--- config.mk ---
export PLATFORM = sky130hd
export DESIGN_NAME = fcca_ctrl
export DESIGN_NICKNAME = d
export VERILOG_FILES = /design/src/sv/fcca_pkg.sv /design/src/sv/fcca_ctrl.sv
export VERILOG_INCLUDE_DIRS = /design/src /design/src/sv
export SDC_FILE = /design/constraint.sdc
export NUM_CORES = 1
export LEC_CHECK = 0
export BUFFER_PORTS_ARGS = -buffer_cell sky130_fd_sc_hd__buf_2
export CORE_MARGIN = 2
export CORE_UTILIZATION = 45
export DETAILED_ROUTE_END_ITERATION = 7
export PLACE_DENSITY = 0.65
export SETUP_SLACK_MARGIN = 0.1
export SLEW_MARGIN = 20
export SYNTH_ARGS = -nofsm -noshare
export SYNTH_HDL_FRONTEND = slang
export SYNTH_SLANG_ARGS = --single-unit
--- constraint.sdc ---
create_clock -name clk -period 4.25 [get_ports clk]
set_clock_uncertainty 0.05 [all_clocks]
set_input_delay 0.2125 -clock clk [delete_from_list [all_inputs] [get_ports clk]]
set_output_delay 0.2125 -clock clk [all_outputs]
set_load 0.01 [all_outputs]
--- src/sv/assert_macros.svh ---
// Assertion macros used by the sequencer of the cluster chain allocator RTL.
`ifndef ASSERT_MACROS_SVH
`define ASSERT_MACROS_SVH

// Property that must hold at every clock edge outside reset.
`define FCCA_ASSERT(lbl, prop, msg) \
	lbl: assert property (@(posedge clk) disable iff (!arst_n) (prop)) else $error(msg);

// Condition that must never be seen at a clock edge outside reset.
`define FCCA_NEVER(lbl, cond, msg) \
	lbl: assert property (@(posedge clk) disable iff (!arst_n) !(cond)) else $error(msg);

`endif

--- src/sv/fcca_pkg.sv ---
// Package with the shared constants and types of the cluster chain allocator.
`default_nettype none

package fcca_pkg;

	localparam int TABLE_ENTRIES_DEF = 4096;
	localparam int CLUSTER_BYTES_DEF = 512;

	localparam int LINK_W = 13;
	localparam int SIZE_W = 22;
	localparam int START_W = 12;
	localparam int CNT_W = 12;

	localparam logic [LINK_W-1:0] END_MARK = '1;

	localparam logic CMD_ALLOC = 1'b0;
	localparam logic CMD_FREE = 1'b1;

	localparam logic STAT_DONE = 1'b0;
	localparam logic STAT_NO_SPACE = 1'b1;

	typedef struct packed {
		logic status;
		logic [LINK_W-1:0] first_cluster;
		logic [CNT_W-1:0] clusters_free;
	} fcca_res_t;

endpackage

`default_nettype wire

--- src/sv/fcca_ctrl.sv ---
// Sequencer that clears, scans and walks the link table and counts free clusters.
`default_nettype none

module fcca_ctrl #(
	parameter int TABLE_ENTRIES = fcca_pkg::TABLE_ENTRIES_DEF,
	parameter int CLUSTER_BYTES = fcca_pkg::CLUSTER_BYTES_DEF,
	parameter int AW = $clog2(TABLE_ENTRIES)
) (
	input wire logic clk,
	input wire logic arst_n,
	input wire logic cmd_valid,
	output logic cmd_ready,
	input wire logic command,
	input wire logic [fcca_pkg::SIZE_W-1:0] size_bytes,
	input wire logic [fcca_pkg::START_W-1:0] start_cluster,
	output logic res_valid,
	input wire logic res_ready,
	output fcca_pkg::fcca_res_t res,
	output logic mem_we,
	output logic [AW-1:0] mem_waddr,
	output logic [fcca_pkg::LINK_W-1:0] mem_wdata,
	output logic mem_re,
	output logic [AW-1:0] mem_raddr,
	input wire logic [fcca_pkg::LINK_W-1:0] mem_rdata
);

	`include "assert_macros.svh"

	localparam int CB_W = $clog2(CLUSTER_BYTES + 1);
	localparam int PW = fcca_pkg::CNT_W + CB_W;
	localparam int CMPW = (PW > fcca_pkg::SIZE_W) ? PW : fcca_pkg::SIZE_W;
	localparam logic [AW-1:0] LAST_IDX = AW'(TABLE_ENTRIES - 1);
	localparam logic [fcca_pkg::LINK_W-1:0] TE_LINK = fcca_pkg::LINK_W'(TABLE_ENTRIES);
	localparam logic [fcca_pkg::SIZE_W-1:0] CB_SIZE = fcca_pkg::SIZE_W'(CLUSTER_BYTES);
	localparam logic [fcca_pkg::CNT_W-1:0] FREE_RESET = fcca_pkg::CNT_W'(TABLE_ENTRIES - 1);

	typedef enum logic [2:0] {
		CLEAR,
		IDLE,
		CHECK,
		DECIDE,
		SCAN,
		TAIL,
		WSTART,
		WALK
	} state_t;

	state_t state_q;
	logic resp_q;
	logic [AW-1:0] clr_q;
	logic [fcca_pkg::SIZE_W-1:0] size_q;
	logic [fcca_pkg::START_W-1:0] start_q;
	logic [fcca_pkg::SIZE_W-1:0] rem_q;
	logic [PW-1:0] prod_q;
	logic [fcca_pkg::CNT_W-1:0] free_q;
	logic status_q;
	logic [fcca_pkg::LINK_W-1:0] first_q;
	logic [AW-1:0] scan_q;
	logic scan_done_q;
	logic rd_v_s1;
	logic [AW-1:0] rd_addr_s1;
	logic [AW-1:0] prev_q;
	logic have_prev_q;
	logic [AW-1:0] cur_q;

	logic claim;
	logic last_claim;
	logic scan_end;
	logic start_ok;
	logic walk_hit;
	logic walk_cont;

	assign claim = rd_v_s1 && (mem_rdata == '0);
	assign last_claim = claim && (rem_q <= CB_SIZE);
	assign scan_end = last_claim || (rd_v_s1 && (rd_addr_s1 == LAST_IDX));
	assign start_ok = (start_q != '0)
		&& ({1'b0, start_q} < TE_LINK);
	assign walk_hit = (mem_rdata != '0);
	assign walk_cont = walk_hit && (mem_rdata != fcca_pkg::END_MARK)
		&& (mem_rdata < TE_LINK);

	assign cmd_ready = (state_q == IDLE) && !resp_q;
	assign res_valid = resp_q;
	assign res.status = status_q;
	assign res.first_cluster = first_q;
	assign res.clusters_free = free_q;

	always_comb begin
		mem_we = 1'b0;
		mem_waddr = prev_q;
		mem_wdata = '0;
		mem_re = 1'b0;
		mem_raddr = scan_q;
		case (state_q)
			CLEAR: begin
				mem_we = 1'b1;
				mem_waddr = clr_q;
				mem_wdata = (clr_q == '0) ? fcca_pkg::END_MARK : '0;
			end
			SCAN: begin
				mem_re = !scan_done_q && !scan_end;
				if (claim && have_prev_q) begin
					mem_we = 1'b1;
					mem_wdata = fcca_pkg::LINK_W'(rd_addr_s1);
				end
			end
			TAIL: begin
				mem_we = 1'b1;
				mem_wdata = fcca_pkg::END_MARK;
			end
			WSTART: begin
				mem_re = start_ok;
				mem_raddr = start_q[AW-1:0];
			end
			WALK: begin
				mem_we = walk_hit;
				mem_waddr = cur_q;
				mem_re = walk_cont;
				mem_raddr = mem_rdata[AW-1:0];
			end
			default: begin
			end
		endcase
	end

	always_ff @(posedge clk or negedge arst_n) begin
		if (!arst_n) begin
			state_q <= CLEAR;
			resp_q <= 1'b0;
			clr_q <= '0;
			free_q <= FREE_RESET;
			rd_v_s1 <= 1'b0;
			scan_done_q <= 1'b0;
			have_prev_q <= 1'b0;
		end else begin
			case (state_q)
				CLEAR: begin
					clr_q <= clr_q + 1'b1;
					if (clr_q == LAST_IDX) begin
						state_q <= IDLE;
					end
				end
				IDLE: begin
					if (resp_q) begin
						if (res_ready) begin
							resp_q <= 1'b0;
						end
					end else if (cmd_valid) begin
						size_q <= size_bytes;
						start_q <= start_cluster;
						status_q <= fcca_pkg::STAT_DONE;
						first_q <= fcca_pkg::END_MARK;
						state_q <= (command == fcca_pkg::CMD_FREE) ? WSTART : CHECK;
					end
				end
				CHECK: begin
					prod_q <= PW'(free_q) * PW'(CLUSTER_BYTES);
					state_q <= DECIDE;
				end
				DECIDE: begin
					if (size_q == '0) begin
						resp_q <= 1'b1;
						state_q <= IDLE;
					end else if (CMPW'(size_q) > CMPW'(prod_q)) begin
						status_q <= fcca_pkg::STAT_NO_SPACE;
						resp_q <= 1'b1;
						state_q <= IDLE;
					end else begin
						rem_q <= size_q;
						scan_q <= AW'(1);
						scan_done_q <= 1'b0;
						rd_v_s1 <= 1'b0;
						have_prev_q <= 1'b0;
						state_q <= SCAN;
					end
				end
				SCAN: begin
					// No read is issued once the scan ends, so the pipeline empties by itself.
					rd_v_s1 <= mem_re;
					rd_addr_s1 <= scan_q;
					if (mem_re) begin
						scan_q <= scan_q + 1'b1;
						if (scan_q == LAST_IDX) begin
							scan_done_q <= 1'b1;
						end
					end
					if (claim) begin
						if (!have_prev_q) begin
							first_q <= fcca_pkg::LINK_W'(rd_addr_s1);
						end
						prev_q <= rd_addr_s1;
						have_prev_q <= 1'b1;
						free_q <= free_q - 1'b1;
						rem_q <= rem_q - CB_SIZE;
					end
					if (scan_end) begin
						if (claim || have_prev_q) begin
							state_q <= TAIL;
						end else begin
							resp_q <= 1'b1;
							state_q <= IDLE;
						end
					end
				end
				TAIL: begin
					resp_q <= 1'b1;
					state_q <= IDLE;
				end
				WSTART: begin
					cur_q <= start_q[AW-1:0];
					if (start_ok) begin
						state_q <= WALK;
					end else begin
						resp_q <= 1'b1;
						state_q <= IDLE;
					end
				end
				WALK: begin
					if (walk_hit) begin
						free_q <= free_q + 1'b1;
					end
					if (walk_cont) begin
						cur_q <= mem_rdata[AW-1:0];
					end else begin
						resp_q <= 1'b1;
						state_q <= IDLE;
					end
				end
				default: begin
					state_q <= IDLE;
				end
			endcase
		end
	end

	`FCCA_NEVER(a_free_in_range, free_q > FREE_RESET, "free count above table capacity")
	`FCCA_ASSERT(a_link_behind_scan, (state_q == SCAN && mem_we) |-> (mem_waddr < rd_addr_s1),
		"link write not behind scan position")
	`FCCA_ASSERT(a_claim_counts, (state_q == SCAN && claim) |=> (free_q == $past(free_q) - 1'b1),
		"claimed cluster not counted")
	`FCCA_ASSERT(a_reserved_kept, (mem_we && mem_waddr == '0) |-> (state_q == CLEAR),
		"reserved entry written outside clearing pass")

endmodule

`default_nettype wire

# Word-level counts from Yosys, hierarchy flattened
# Index checks and enable logic that the tools add are counted.
dict set report totals {
  out_inout_bits 67
  ff_bits 161
  elab_cells 153
  in_bits 52
}
dict set report op_classes {
  bitwise 1
  magnitude_cmp 3
  n_mux 58
  eq_ne 28
  reduce_logical 41
  add_sub_neg 5
}
# op n
set ops {}
lappend ops {{12-bit case mux with 2 select lines} 5}
lappend ops {{12-bit 2-to-1 mux} 7}
lappend ops {{22-bit 2-to-1 mux} 3}
lappend ops {{13-bit 2-to-1 mux} 5}
lappend ops {{22-bit case mux with 2 select lines} 1}
lappend ops {{13-bit case mux with 3 select lines} 1}
lappend ops {{12-bit by 1-bit adder with 12-bit output (second input constant)} 3}
lappend ops {{12-bit equality test (second input constant)} 3}
lappend ops {{2-bit inequality test (second input constant)} 16}
lappend ops {{3-bit 2-to-1 mux} 10}
lappend ops {{13-bit case mux with 2 select lines} 1}
lappend ops {{3-bit case mux with 8 select lines} 1}
lappend ops {{22-bit by 21-bit > comparator with 1-bit output} 1}
lappend ops {{22-bit by 10-bit less-or-equal comparator with 1-bit output (second input constant)} 1}
lappend ops {{22-bit zero test} 1}
lappend ops {{22-bit by 10-bit subtractor with 22-bit output (second input constant)} 1}
lappend ops {{5-bit AND reduction} 4}
lappend ops {{6-bit AND reduction} 3}
lappend ops {{1-bit 2-to-1 mux} 17}
lappend ops {{13-bit zero test} 1}
lappend ops {{13-bit less-than comparator (second input constant)} 1}
lappend ops {{13-bit inequality test (second input constant)} 1}
lappend ops {{13-bit nonzero test} 1}
lappend ops {{3-bit equality test (second input constant)} 4}
lappend ops {{other kinds (20)} 44}

# Longest topological paths before layout
# Gate-level depths: netlist of run 1.
dict set report depth {
  depth_word 9
  depth_mapped 13
  depth_no_buf 9
}

# Least setup slack after synthesis of run 1
# No wires, ideal clock.
dict set report synth_timing {
  kind {register to register}
  start {reg state_q[2]}
  end {reg size_q[0] (netlist bit), enable pin}
  n_path_buf 1
  path_slack_ns 0.546
  t_arrival_ns 3.186
  synth_period_minus_slack_ns 3.704
  path_stages_with_launch 5
  required_time_ns 3.732
  setup_ns 0.468
  path_cell_list {dfrtp_1 > clkbuf_1 > nor2_1 > nand2_1 > nor3_1}
}
dict set report synth_between {
  elab_chain_cells 2
}
# item line_no
set synth_lines {}
lappend synth_lines {{start: declaration} fcca_ctrl.sv:48} ;# state_t state_q;
lappend synth_lines {{start signal: assignment} fcca_ctrl.sv:153} ;# state_q <= (command == fcca_pkg::CMD_FREE) ? WSTART : CHECK;
lappend synth_lines {{3-bit by 1-bit equality test with 1-bit output} fcca_ctrl.sv:136} ;# case (state_q)
lappend synth_lines {{4-bit AND reduction (no source line)} n/a}
lappend synth_lines {{end signal: assignment} fcca_ctrl.sv:149} ;# size_q <= size_bytes;
lappend synth_lines {{end: declaration} fcca_ctrl.sv:51} ;# logic [fcca_pkg::SIZE_W-1:0] size_q;
# No other way between the ends.
# A chain may end at the register's enable or synchronous reset.

# Worst setup path after layout of run 1
dict set report layout_timing {
  start {reg state_q[0]}
  end {out mem_wdata[5] (netlist bit)}
}
dict set report layout_between {
  elab_chain_cells 2
  elab_cells_between_ends 4
  classes_between {eq/ne: 2; mux: 1; reduce/logical: 1}
}
# item line_no
set layout_lines {}
lappend layout_lines {{3-bit equality test / 3-bit zero test (equally long branches)} fcca_ctrl.sv:94} ;# case (state_q)
lappend layout_lines {{13-bit case mux with 3 select lines *} fcca_ctrl.sv:94}
lappend layout_lines {{end: declaration} fcca_ctrl.sv:21} ;# output logic [fcca_pkg::LINK_W-1:0] mem_wdata,
# Mark *: on every way between the ends. The rest lies on a longest branch, timed or not.

==> impl_metrics.json, run 1 <==
{
  "synth.most_common_cell": "edfxtp_1",
  "synth-adder-area-share_pct": 4.34,
  "grtUsageMet1_pct": 30.3,
  "grt_usage_pct": 22.0,
  "vias": 5975,
  "synth.area.mux_share_pct": 1.79,
  "ys_seq_area_share_pct": 59.1,
  "use_met3_pct": 4.44,
  "io_pins": 119,
  "overflow": 0,
  "async_flop_share_pct": 19.3,
  "yosysTopAreaCell": "edfxtp_1",
  "dpl.hpwl_microns": 14700,
  "synth_top_family_by_area": "simple AND/OR/NAND/NOR gates",
  "place_area_sq_um": 8790,
  "crit_fanout": 58,
  "cts_num_sinks": 161,
  "yosys-top-cells-count": "130 x edfxtp_1, 112 x nand2_1, 57 x nor2_1",
  "timing.setup.tns_ns": 0,
  "drc": 0,
  "slew_headroom_pct": 33.2,
  "cp_slowest_cell": "nor2_1",
  "leakage_nw": 3.92,
  "stdcell_area_sq_um": 9730,
  "crit_path_start_kind": "flop",
  "grt_pass1_vias": 5708,
  "layout-drive-gt1-share_pct": 22.5,
  "end_kind": "output pin",
  "cts_tree": "done",
  "synth_ff_type": "edfxtp_1",
  "fmaxAchievable_ghz": 0.268,
  "synth_compound_area_share_pct": 10.9,
  "synthCells": 703,
  "p_per_area_nw_per_um2": 537,
  "root_buffer": "clkbuf_16",
  "synth.avg_cell_area_sq_um": 11.3,
  "fin_crit_sh_pct": 87.7,
  "met2_usage_pct": 34.1,
  "rsz0062_at_grt": "no",
  "crit_arrival_ns": 3.46,
  "start_util_pct": 46.0,
  "cts_resized": 0,
  "outcome": "finished clean",
  "viasPerCell": 5.46,
  "dp_slack_ns": 1.02,
  "synth_xor_area_share_pct": 4.52,
  "max_stage_delay_ns": 0.56,
  "min_path_type": "primary input to flop",
  "gr-max-usage-layer": "met2",
  "clk-insertion-delay-late_ns": 0.44,
  "wl_microns": 19800,
  "drtIter0Drc": 477,
  "vdd_drop_max_mv": 0.300,
  "path_class": "flop to output pin",
  "tightest_slew_ns": 1.00,
  "finalMaxSlewViolations": 0,
  "syn_area_sq_um": 7950,
  "wl_per_cell_microns": 18.1,
  "ys_ff_latch": 161,
  "setup_viol": 0,
  "antenna_found_initial": 0,
  "period_minus_slack_ns": 3.73,
  "grt_max_degree": 59,
  "fp.dieH_microns": 137,
  "drtPass1Iterations": 5,
  "hold_viol": 0,
  "numPortBuffers": 118,
  "path_clk_slew_ns": 0.06,
  "path_buf_inv": 5,
  "nets": 936,
  "ys_types": 64,
  "antenna_left": 0,
  "drv_cap": 0,
  "cts.path.max_buffers": 2,
  "die-area_sq_um": 18700,
  "crit_chain": "buf_4, inv_1, nand2_1, nor2_1, inv_1, buf_4, nor2_1, and2_1, a21o_1, buf_2",
  "synth_area_leaders": "edfxtp_1 49%, dfrtp_1 6.0%, nand2_1 5.3%",
  "fp.dieW_microns": 137,
  "cts_htree_levels": 4,
  "synth-edff-count": 130,
  "synth_simple_gate_area_share_pct": 16.6,
  "rows": 48,
  "required_ns": 3.99,
  "ys.warnings.count": 0,
  "cts_setup_buffers": 0,
  "synth_nets": 782,
  "critical_path.top_delay_family": "simple AND/OR/NAND/NOR gates",
  "holdWs_ns": 0.0626,
  "n_fill_cell": 1457,
  "syn_to_final_growth_pct": 22.4,
  "fin_ws_ns": 0.523,
  "insertedDiodeCount": 0,
  "coreArea_sq_um": 17300,
  "gp_congestion": 1.03,
  "grt_first_pass_wirelength_microns": 30600,
  "numCtsBuffers": 17,
  "yosysTopAreaCellShare_pct": 49.1
}
-- power by group --
group / total [mW] / internal, mW / leakage [nW] / switching, mW
Sequential: 2.18 / 1.96 / 1.52 / 0.216
Clock: 1.51 / 0.872 / 0.280 / 0.638
Combinational: 1.54 / 0.644 / 2.12 / 0.896
-- placed cells by master (no fill, tap or decap), types with 6 or more instances in the layout --
master,count
or2_2,14
nand3_1,13
o21ai_0,34
nor3_1,6
nor4_1,18
ha_1,26
mux2i_1,12
and3_1,8
nand2_1,112
o21a_1,6
clkbuf_16,17
a21o_1,15
edfxtp_1,130
a211oi_1,7
inv_1,27
dlygate4sd3_1,36
dfstp_2,12
buf_2,118
nand4_1,12
dfrtp_1,19
and2_1,13
buf_4,9
a21oi_1,20
a22oi_1,16
xnor2_1,24
xor2_1,17
nor2_1,57
-- flip-flops by register name, summed over array words and instances (netlist names) --
register	flops
have_prev_q	1
rem_q	22
scan_q	12
rd_v_s1	1
scan_done_q	1
clr_q	12
rd_addr_s1	12
first_q	13
prod_q	12
start_q	12
free_q	12
prev_q	12
res_valid	1
state_q	3
cur_q	12
size_q	22
status_q	1
-- area by class of cell --
class	count	area, sq um	area share (%)
Timing Repair Buffer	163	1020	10.5
Multi-Input combinational cell	486	3050	31.3
Clock inverter	14	154	1.58
Sequential cell	161	4690	48.3
Clock buffer	18	429	4.41
Tap cell	225	282	2.89
Inverter	28	105	1.08
-- worst min-delay path: cells and delay by family --
kind                   cells  cell delay [ns]
buffers and inverters      1             0.11
and+or+nand+nor            2             0.11
-- metrics by stage --
step           utilization (%)  total power [mW]  cells
6_report                  56.3              5.23   1095
5_1_grt                   56.3              5.50   1095
4_1_cts                   56.3              5.23   1095
3_5_place_dp              50.8              3.70   1027
3_3_place_gp              50.8              3.65   1027
2_1_floorplan                -              3.18    703
-- path summary, 6_finish.rpt --
kind / startpoint / endpoint / slack [ns] / cells past startpoint
min in group asynchronous: arst_n / clr_q[3]$_DFFE_PN0N_ / 0.38 / 2
hold reg to reg: free_q[11]$_DFFE_PN1P_ / free_q[11]$_DFFE_PN1P_ / 0.46 / 1
max in group asynchronous: arst_n / scan_done_q$_DFFE_PN0P_ / 3.22 / 2
setup reg to reg: state_q[0]$_DFFE_PN0P_ / free_q[11]$_DFFE_PN1P_ / 0.98 / 12
hold / removal: mem_rdata[0] / cur_q[0]$_DFFE_PP_ / 0.06 / 3
setup / recovery: state_q[0]$_DFFE_PN0P_ / mem_wdata[5] / 0.52 / 10
-- logic make-up (layout without fill, tap and decap cells) --
| logic type | after synthesis | after routing |
|---|---|---|
| flops | 161 | 161 |
| xor+xnor | 41 | 41 |
| compound gates | 127 | 127 |
| mux | 14 | 14 |
| simple gates | 277 | 277 |
| buf+inv | 56 | 223 |
| fa+ha+maj | 27 | 27 |
-- timing repair --
item | in CTS | in global routing
hold endpoints to repair | 54 | 0
hold buffers | 36 | 0
setup endpoints to repair | 0 | 0
-- metal layers --
| metal | part of all wire [%] | routed length, microns |
|---|---|---|
| met4 | 2.5 | 498 |
| met3 | 6.6 | 1300 |
| met2 | 47 | 9340 |
| met1 | 44 | 8630 |
| met5 | 0 | 0 |
(Power assumes the default switching activity.)
==> run 2, diff against run 1 <==
--- a/config.mk
+++ b/config.mk
@@ -8,9 +8,8 @@
 export LEC_CHECK = 0
 export BUFFER_PORTS_ARGS = -buffer_cell sky130_fd_sc_hd__buf_2
 export CORE_MARGIN = 2
-export CORE_UTILIZATION = 45
+export CORE_UTILIZATION = 39
 export DETAILED_ROUTE_END_ITERATION = 7
-export PLACE_DENSITY = 0.65
 export SETUP_SLACK_MARGIN = 0.1
 export SLEW_MARGIN = 20
 export SYNTH_ARGS = -nofsm -noshare
==> impl_metrics.json, run 2 (same netlist as run 1, synthesis figures left out) <==
{
  "fmaxAchievable_ghz": 0.280,
  "grt_first_pass_wirelength_microns": 31900,
  "wl_per_cell_microns": 17.8,
  "fin_crit_sh_pct": 84.0,
  "path_buf_inv": 5,
  "setup_viol": 0,
  "cts_num_sinks": 161,
  "multiInputGateArea_sq_um": 3050,
  "p_total_mw": 5.21,
  "cts_htree_levels": 4,
  "gp_congestion": 0.865,
  "n_fill_cell": 1847,
  "path_depth": 10,
  "p_per_area_nw_per_um2": 532,
  "reg2reg_slack_ns": 1.13,
  "grt_pass1_vias": 5777,
  "crit_path_start_kind": "flop",
  "viasPerCell": 5.09,
  "crit_chain": "buf_4, inv_1, nand2_1, nor2_1, inv_1, buf_4, nor2_1, and2_1, a21o_1, buf_2",
  "nets": 937,
  "endpoint": "mem_wdata[4]",
  "drv_cap": 0,
  "insertedDiodeCount": 0,
  "dpl.hpwl_microns": 15000,
  "crit_arrival_ns": 3.31,
  "slew_headroom_pct": 31.2,
  "antenna_left": 0,
  "drtIter0Drc": 468,
  "cts.path.max_buffers": 2,
  "cts_tree": "done",
  "min_path_type": "primary input to flop",
  "cp_slowest_cell": "nor2_1",
  "rr_worst_depth": 8,
  "cts_setup_buffers": 0,
  "io_pins": 119,
  "rsz0062_at_grt": "no",
  "path_class": "flop to output pin",
  "cts_resized": 0,
  "final_cells": 1141,
  "start_util_pct": 39.5,
  "vias": 5802,
  "critical_path.top_delay_family": "simple AND/OR/NAND/NOR gates",
  "reg_top3": "rem_q (22), size_q (22), first_q (13)",
  "cts_hold_buf": 35,
  "vdd_drop_max_mv": 0.324,
  "drc": 0,
  "overflow": 0,
  "final_cell_mix": "130 x edfxtp_1, 118 x buf_2, 112 x nand2_1",
  "rows": 52,
  "drtPass1Iterations": 5,
  "timing.rr.start": "state_q[0]$_DFFE_PN0P_",
  "syn_to_final_growth_pct": 23.1,
  "grt_usage_pct": 19.4,
  "outcome": "finished clean",
  "crit_start": "state_q[0]$_DFFE_PN0P_",
  "coreArea_sq_um": 20100,
  "root_buffer": "clkbuf_16",
  "timing.setup.tns_ns": 0,
  "max_stage_delay_ns": 0.46,
  "fp.dieW_microns": 147,
  "finalMaxSlewViolations": 0,
  "rr_endpoint": "rem_q[16]$_DFFE_PP_",
  "antenna_found_initial": 1,
  "regArea_sq_um": 4690,
  "numPortBuffers": 118,
  "end_kind": "output pin",
  "wl_microns": 20300,
  "hold_viol": 0,
  "period_minus_slack_ns": 3.57,
  "fp.dieH_microns": 147,
  "leakage_nw": 3.93,
  "layout_commonest_cell": "edfxtp_1",
  "required_ns": 3.99,
  "clk-insertion-delay-late_ns": 0.43,
  "grt_max_degree": 59,
  "tightest_slew_ns": 1.03,
  "path_clk_slew_ns": 0.07,
  "numCtsBuffers": 17,
  "die-area_sq_um": 21500,
  "layout-drive-gt1-share_pct": 23.0,
  "place_inst": 1074,
  "crit_fanout": 58
}
-- run 2: worst min path at each step --
stage | slack, ns | endpoint | depth (start not counted) | start
global route | 0.02 | state_q[2]$_DFFE_PN0P_ | 2 | command
CTS | 0.0005 | state_q[2]$_DFFE_PN0P_ | 2 | command
floorplan | -0.13 | clr_q[0]$_DFFE_PN0N_ | 0 | arst_n
global placement | 0.10 | clr_q[7]$_DFFE_PN0N_ | 1 | arst_n
detailed placement | 0.1 | clr_q[4]$_DFFE_PN0N_ | 1 | arst_n
finish | 0.01 | state_q[2]$_DFFE_PN0P_ | 2 | command
-- run 2: per-stage QoR --
step                      utilization (%)  worst slack (ns)  area, sq um  hold slack, ns
after global routing                 48.7             0.335         9790          0.0237
after CTS                            48.7             0.637         9790        0.000503
after floorplan                         -             0.546         7950          -0.133
final                                48.7             0.680         9790          0.0112
after global placement               44.1              1.19         8860           0.101
after detailed placement             44.1              1.08         8860          0.0992
-- run 2: cell type report --
type                       count  share of cell area (%)
clock buffer                  17                    4.35
clock inverter                15                    1.57
inverter                      28                    1.07
multi-input combinational    486                    31.1
sequential                   161                    48.0
tap                          270                    3.45
timing repair buffer         164                    10.5
-- run 2: routing by layer --
metal  part of all wire [%]  GRT usage (%)  up-vias
li1                       -              -     2866
met4                    1.7           5.83        2
met3                    4.7           4.01       27
met2                     48           31.5      149
met1                     46           26.5     2758
met5                  0.064              0        -
-- run 2: where the power goes --
group | internal [mW] | switching, mW | leakage (nW)
Clock | 0.788 | 0.709 | 0.288
Sequential | 1.96 | 0.207 | 1.52
Combinational | 0.647 | 0.897 | 2.12
